### config.mk
export PLATFORM = sky130hd
export DESIGN_NAME = itchfc_framer
export DESIGN_NICKNAME = d
export VERILOG_FILES = /design/src/sv/itchfc_pkg.sv /design/src/sv/itchfc_framer.sv
export SDC_FILE = /design/constraint.sdc
export NUM_CORES = 1
export LEC_CHECK = 0
export BUFFER_PORTS_ARGS = -buffer_cell sky130_fd_sc_hd__buf_2
export CORE_MARGIN = 3
export CORE_UTILIZATION = 45
export DETAILED_ROUTE_END_ITERATION = 8
export HOLD_SLACK_MARGIN = 0.08
export SLEW_MARGIN = 20
export SYNTH_ARGS = -nofsm -noshare
export SYNTH_HDL_FRONTEND = slang
export SYNTH_SLANG_ARGS = --single-unit
### constraint.sdc
create_clock -name clk -period 9.37 [get_ports clk]
set_input_delay 0.4685 -clock clk [delete_from_list [all_inputs] [get_ports clk]]
set_output_delay 0.4685 -clock clk [all_outputs]
set_load 0.01 [all_outputs]
### src/sv/itchfc_pkg.sv
// Shared types, codes and the message length table for the ITCH framing checker.
package itchfc_pkg;

  // Framing phase, one-hot.
  typedef enum logic [2:0] {
    PH_LEN_HI = 3'b001,
    PH_LEN_LO = 3'b010,
    PH_BODY   = 3'b100
  } phase_t;

  // Report status codes.
  localparam logic [1:0] STATUS_OK       = 2'd0;
  localparam logic [1:0] STATUS_ZERO_LEN = 2'd1;
  localparam logic [1:0] STATUS_MISMATCH = 2'd2;

  // Report kinds.
  localparam logic KIND_MESSAGE = 1'b0;
  localparam logic KIND_END     = 1'b1;

  // Input selector values.
  localparam logic OP_DATA = 1'b0;
  localparam logic OP_END  = 1'b1;

  // Body byte positions that carry the stock locate and the timestamp.
  localparam logic [15:0] POS_LOCATE_LAST = 16'd2;
  localparam logic [15:0] POS_STAMP_FIRST = 16'd5;
  localparam logic [15:0] POS_STAMP_LAST  = 16'd10;

  localparam int unsigned OUT_DATA_W = 112;

  typedef struct packed {
    logic        kind;
    logic [7:0]  msg_type;
    logic [15:0] msg_length;
    logic [1:0]  status;
    logic [15:0] locate_code;
    logic [47:0] timestamp_ns;
    logic        time_went_back;
    logic [16:0] leftover_bytes;
  } result_t;

  // Defined body length per message type; unknown types give zero, which never
  // matches since a zero-length message is reported separately.
  function automatic logic [15:0] type_length(input logic [7:0] msg_type);
    logic [15:0] len;
    len = 16'd0;
    case (msg_type)
      8'h53: len = 16'd12; // S
      8'h52: len = 16'd39; // R
      8'h48: len = 16'd25; // H
      8'h59: len = 16'd20; // Y
      8'h4C: len = 16'd26; // L
      8'h56: len = 16'd35; // V
      8'h57: len = 16'd12; // W
      8'h4B: len = 16'd28; // K
      8'h4A: len = 16'd35; // J
      8'h68: len = 16'd21; // h
      8'h41: len = 16'd36; // A
      8'h46: len = 16'd40; // F
      8'h45: len = 16'd31; // E
      8'h43: len = 16'd36; // C
      8'h58: len = 16'd23; // X
      8'h44: len = 16'd19; // D
      8'h55: len = 16'd35; // U
      8'h50: len = 16'd44; // P
      8'h51: len = 16'd40; // Q
      8'h42: len = 16'd19; // B
      8'h49: len = 16'd50; // I
      8'h4E: len = 16'd20; // N
      default: len = 16'd0;
    endcase
    return len;
  endfunction

endpackage

### src/sv/itchfc_framer.sv
// Per-byte framing state and report generation for the ITCH framing checker.
module itchfc_framer (
  input  logic                 clk,
  input  logic                 rst,
  input  logic                 in_fire,
  input  logic                 op,
  input  logic [7:0]           data_byte,
  output logic                 res_valid,
  output itchfc_pkg::result_t  res
);

  itchfc_pkg::phase_t phase, phase_next;
  logic [15:0] length_held, length_held_next;
  logic [15:0] body_position, body_position_next;
  logic [7:0]  type_held, type_held_next;
  logic [15:0] locate_held, locate_held_next;
  logic [47:0] stamp_held, stamp_held_next;
  logic [47:0] last_good_stamp, last_good_stamp_next;

  logic [15:0] len_full;
  logic [7:0]  type_cur;
  logic [15:0] locate_cur;
  logic [47:0] stamp_cur;
  logic [16:0] pos_plus_one;
  logic        body_more;

  // Body fields as they stand after the current byte.
  assign type_cur   = (body_position == 16'd0) ? data_byte : type_held;
  assign locate_cur = (body_position != 16'd0 && body_position <= itchfc_pkg::POS_LOCATE_LAST)
                      ? {locate_held[7:0], data_byte} : locate_held;
  assign stamp_cur  = (body_position >= itchfc_pkg::POS_STAMP_FIRST &&
                       body_position <= itchfc_pkg::POS_STAMP_LAST)
                      ? {stamp_held[39:0], data_byte} : stamp_held;
  assign pos_plus_one = {1'b0, body_position} + 17'd1;
  assign body_more    = pos_plus_one < {1'b0, length_held};
  assign len_full     = {length_held[15:8], data_byte};

  always_comb begin
    phase_next           = phase;
    length_held_next     = length_held;
    body_position_next   = body_position;
    type_held_next       = type_held;
    locate_held_next     = locate_held;
    stamp_held_next      = stamp_held;
    last_good_stamp_next = last_good_stamp;
    res_valid            = 1'b0;
    res                  = '0;

    if (op == itchfc_pkg::OP_END) begin
      res_valid = 1'b1;
      res.kind  = itchfc_pkg::KIND_END;
      case (phase)
        itchfc_pkg::PH_LEN_LO: res.leftover_bytes = 17'd1;
        itchfc_pkg::PH_BODY:   res.leftover_bytes = {1'b0, body_position} + 17'd2;
        default:               res.leftover_bytes = 17'd0;
      endcase
      phase_next = itchfc_pkg::PH_LEN_HI;
    end else begin
      case (phase)
        itchfc_pkg::PH_LEN_HI: begin
          length_held_next = {data_byte, 8'h00};
          phase_next       = itchfc_pkg::PH_LEN_LO;
        end
        itchfc_pkg::PH_LEN_LO: begin
          if (len_full == 16'd0) begin
            res_valid  = 1'b1;
            res.kind   = itchfc_pkg::KIND_MESSAGE;
            res.status = itchfc_pkg::STATUS_ZERO_LEN;
            phase_next = itchfc_pkg::PH_LEN_HI;
          end else begin
            length_held_next   = len_full;
            body_position_next = 16'd0;
            locate_held_next   = 16'd0;
            stamp_held_next    = 48'd0;
            phase_next         = itchfc_pkg::PH_BODY;
          end
        end
        itchfc_pkg::PH_BODY: begin
          type_held_next   = type_cur;
          locate_held_next = locate_cur;
          stamp_held_next  = stamp_cur;
          if (body_more) begin
            body_position_next = pos_plus_one[15:0];
          end else begin
            res_valid      = 1'b1;
            res.kind       = itchfc_pkg::KIND_MESSAGE;
            res.msg_type   = type_cur;
            res.msg_length = length_held;
            phase_next     = itchfc_pkg::PH_LEN_HI;
            if (itchfc_pkg::type_length(type_cur) == length_held) begin
              res.status           = itchfc_pkg::STATUS_OK;
              res.locate_code      = locate_cur;
              res.timestamp_ns     = stamp_cur;
              res.time_went_back   = stamp_cur < last_good_stamp;
              last_good_stamp_next = stamp_cur;
            end else begin
              res.status = itchfc_pkg::STATUS_MISMATCH;
            end
          end
        end
        default: begin
          phase_next = itchfc_pkg::PH_LEN_HI;
        end
      endcase
    end
  end

  always_ff @(posedge clk) begin
    if (rst) begin
      phase           <= itchfc_pkg::PH_LEN_HI;
      last_good_stamp <= 48'd0;
    end else if (in_fire) begin
      phase           <= phase_next;
      last_good_stamp <= last_good_stamp_next;
    end
  end

  always_ff @(posedge clk) begin
    if (in_fire) begin
      length_held   <= length_held_next;
      body_position <= body_position_next;
      type_held     <= type_held_next;
      locate_held   <= locate_held_next;
      stamp_held    <= stamp_held_next;
    end
  end

endmodule

==> flow_summary.json <==
{
  "port_buffers": 121,
  "grt_pass1_vias": 8178,
  "hpwl_um": 18800,
  "wl_per_cell_um": 16.7,
  "syn_area_um2": 10600,
  "drt_iter0_drc": 486,
  "drc_errors": 0,
  "layoutNonFillerInstCount": 1583,
  "placementRows": 55,
  "syn_inst": 1181,
  "yosys_most_used_dff": "edfxtp_1",
  "synth-seq-cells": 155,
  "rsz0062_at_grt": "no",
  "setup.worst_path.end_class": "primary output",
  "ff_latch_area_um2": 4140,
  "syn_area_per_cell_um2": 8.94,
  "drt_wl_total_um": 26400,
  "synth.top_cell.area_share": 0.296,
  "via_per_inst": 5.26,
  "gp_congestion": 0.847,
  "drive_above_1_share": 0.180,
  "grt_use_total": 0.210,
  "cts_buffers": 17,
  "antenna_found_initial": 0,
  "syn_to_final_growth_pct": 13.2,
  "synthArstFlopShare": 0,
  "ff2ff_path_depth": 15,
  "start_kind": "flop",
  "path_clk_slew_ps": 70,
  "yosysUniqueCellTypes": 68,
  "initial_core_util": 0.462,
  "setup_violations": 0,
  "final_cell_mix": "271 x nor2_1, 122 x inv_1, 121 x buf_2, 104 x edfxtp_1, 69 x ha_1",
  "n_fill_cell": 2218,
  "ctsResizeCount": 0,
  "synth_area_leaders": "edfxtp_1 30%, dfxtp_1 9.7%, nor2_1 9.6%",
  "layout_commonest_cell": "nor2_1",
  "core_area_um2": 22800,
  "fin_nets": 1338,
  "io_pins": 122,
  "crit_required_ps": 8900,
  "hold_buffers": 0,
  "multiInputGateArea_um2": 5670,
  "die-area_um2": 25300,
  "finalSetupTns_ps": 0,
  "dp.cells": 1551,
  "yosys_warnings": 0,
  "grt_max_degree": 100,
  "criticalPathCategory": "flop to primary output",
  "clkSinkCount": 155,
  "worstPathMaxFanout": 48,
  "die_y_um": 159,
  "period_share": 0.603,
  "cts_tree": "built",
  "synth_enable_flop_cells": 104,
  "slew_viol_final": 0,
  "finalClockSkew_ps": 16.1,
  "num_vias": 8329,
  "post_cts_buffers": 0,
  "status": "completed",
  "synth_top_area_cell": "edfxtp_1",
  "ant_nets": 0,
  "synth_seq_area_share": 0.392,
  "max_slew_margin": 0.319,
  "clk_latency_ps": 430,
  "grt_overflow_total": 0,
  "hold_depth": 3,
  "p_leak_uw": 0.00508,
  "synth_fp_nets": 1262,
  "total_power_uw": 1510,
  "max_cap_viol_count": 0,
  "root_buffer": "clkbuf_16",
  "hp-class": "primary input to flop",
  "p_per_area_nw_per_um2": 126,
  "irDropWorstVdd_mv": 0.124,
  "cts_max_level": 4,
  "final.min_clock_period_ps": 5650,
  "grt_pass1_wl_um": 43500,
  "die_x_um": 159,
  "arrival_ps": 5180,
  "diodes": 0,
  "max-clock-path-buffers": 2,
  "fmax_mhz": 177,
  "worstMarginPinSlew_ps": 1020,
  "hold_violations": 0,
  "drt_pass1_iterations": 5
}
[worst max-delay path: stages, from the launching register on]
cell and delay (ps):
edfxtp_1 630, inv_1 200, ha_1 240, a211o_1 330
a21oi_4 140, buf_4 640, mux2i_1 450, inv_1 80
ha_1 290, a21o_1 180, a21o_1 170, a221o_1 330
a21o_1 170, a21o_1 170, a21oi_1 140, o21bai_1 80
nor4_1 270, buf_2 180
[sequential cells by signal (all words and copies together), names as in the netlist]
name,flops
body_position,16
last_good_stamp,48
length_held,16
locate_held,16
phase,3
stamp_held,48
type_held,8
[synthesized netlist by cell type (3+ instances only)]
master and n:
a211oi_1 6, a21o_1 14, a21oi_1 34, a221o_1 4, a31oi_1 6, and2_1 37
and3_1 11, and4_1 4, and4b_1 3, buf_1 7, buf_2 17, buf_4 3
clkbuf_1 42, dfxtp_1 51, edfxtp_1 104, ha_1 69, inv_1 122, mux2_2 28
mux2_4 20, mux2i_1 65, nand2_1 42, nand2b_1 9, nand3_1 11, nand4_1 16
nor2_1 271, nor2b_1 9, nor3_1 13, nor3b_1 4, nor4_1 26, nor4_4 3
nor4b_1 4, nor4bb_1 5, o2111ai_1 3, o211a_1 3, o211ai_1 3, o21a_1 3
o21ai_0 32, o21bai_1 4, or3_1 7, xnor2_1 16, xor2_1 12
[final cells by class]
cell class	instances	share of cell area
inverter	122	0.0383
sequential	155	0.347
clock buffer	21	0.0440
tap	313	0.0328
multi-input combinational	832	0.475
clock inverter	11	0.00806
timing repair buffer	129	0.0557
[where the power goes]
part / switching [uW] / internal, uW
clock: 295 / 430
combinational: 35.2 / 14.5
sequential: 3.09 / 727
total: 334 / 1170
[worst paths after layout]
path              slack, ps                  end             start
setup / recovery       3720              res[17]  body_position[0]
hold / removal          400             phase[0]           in_fire
setup reg to reg       4780  last_good_stamp[47]  body_position[0]
hold reg to reg         560         type_held[7]      type_held[7]
[cell families (layout without fill, tap and decap cells)]
group | count (synthesis) | count (layout) | synth area share
mux | 113 | 113 | 0.120
simple gates | 492 | 492 | 0.228
xor+xnor | 28 | 28 | 0.0232
buf+inv | 194 | 283 | 0.0749
fa+ha+maj | 69 | 69 | 0.0817
compound gates | 130 | 130 | 0.0796
flops | 155 | 155 | 0.392
[through the flow]
stage	util	setup WS, ps	hold WS (ps)	area (um2)
final	0.523	3720	396	12000
after detailed placement	0.496	4200	540	11300
after global placement	0.496	4290	530	11300
after CTS	0.523	3730	386	12000
after floorplan	-	4380	514	10600
after global routing	0.523	3430	424	12000
[routing by layer]
layer / global-route usage / share of wire
met1: 0.289 / 0.47
met2: 0.341 / 0.47
met3: 0.0398 / 0.042
met4: 0.0577 / 0.014
met5: 0 / 0
No activity file was read; power rests on OpenSTA's default activity.
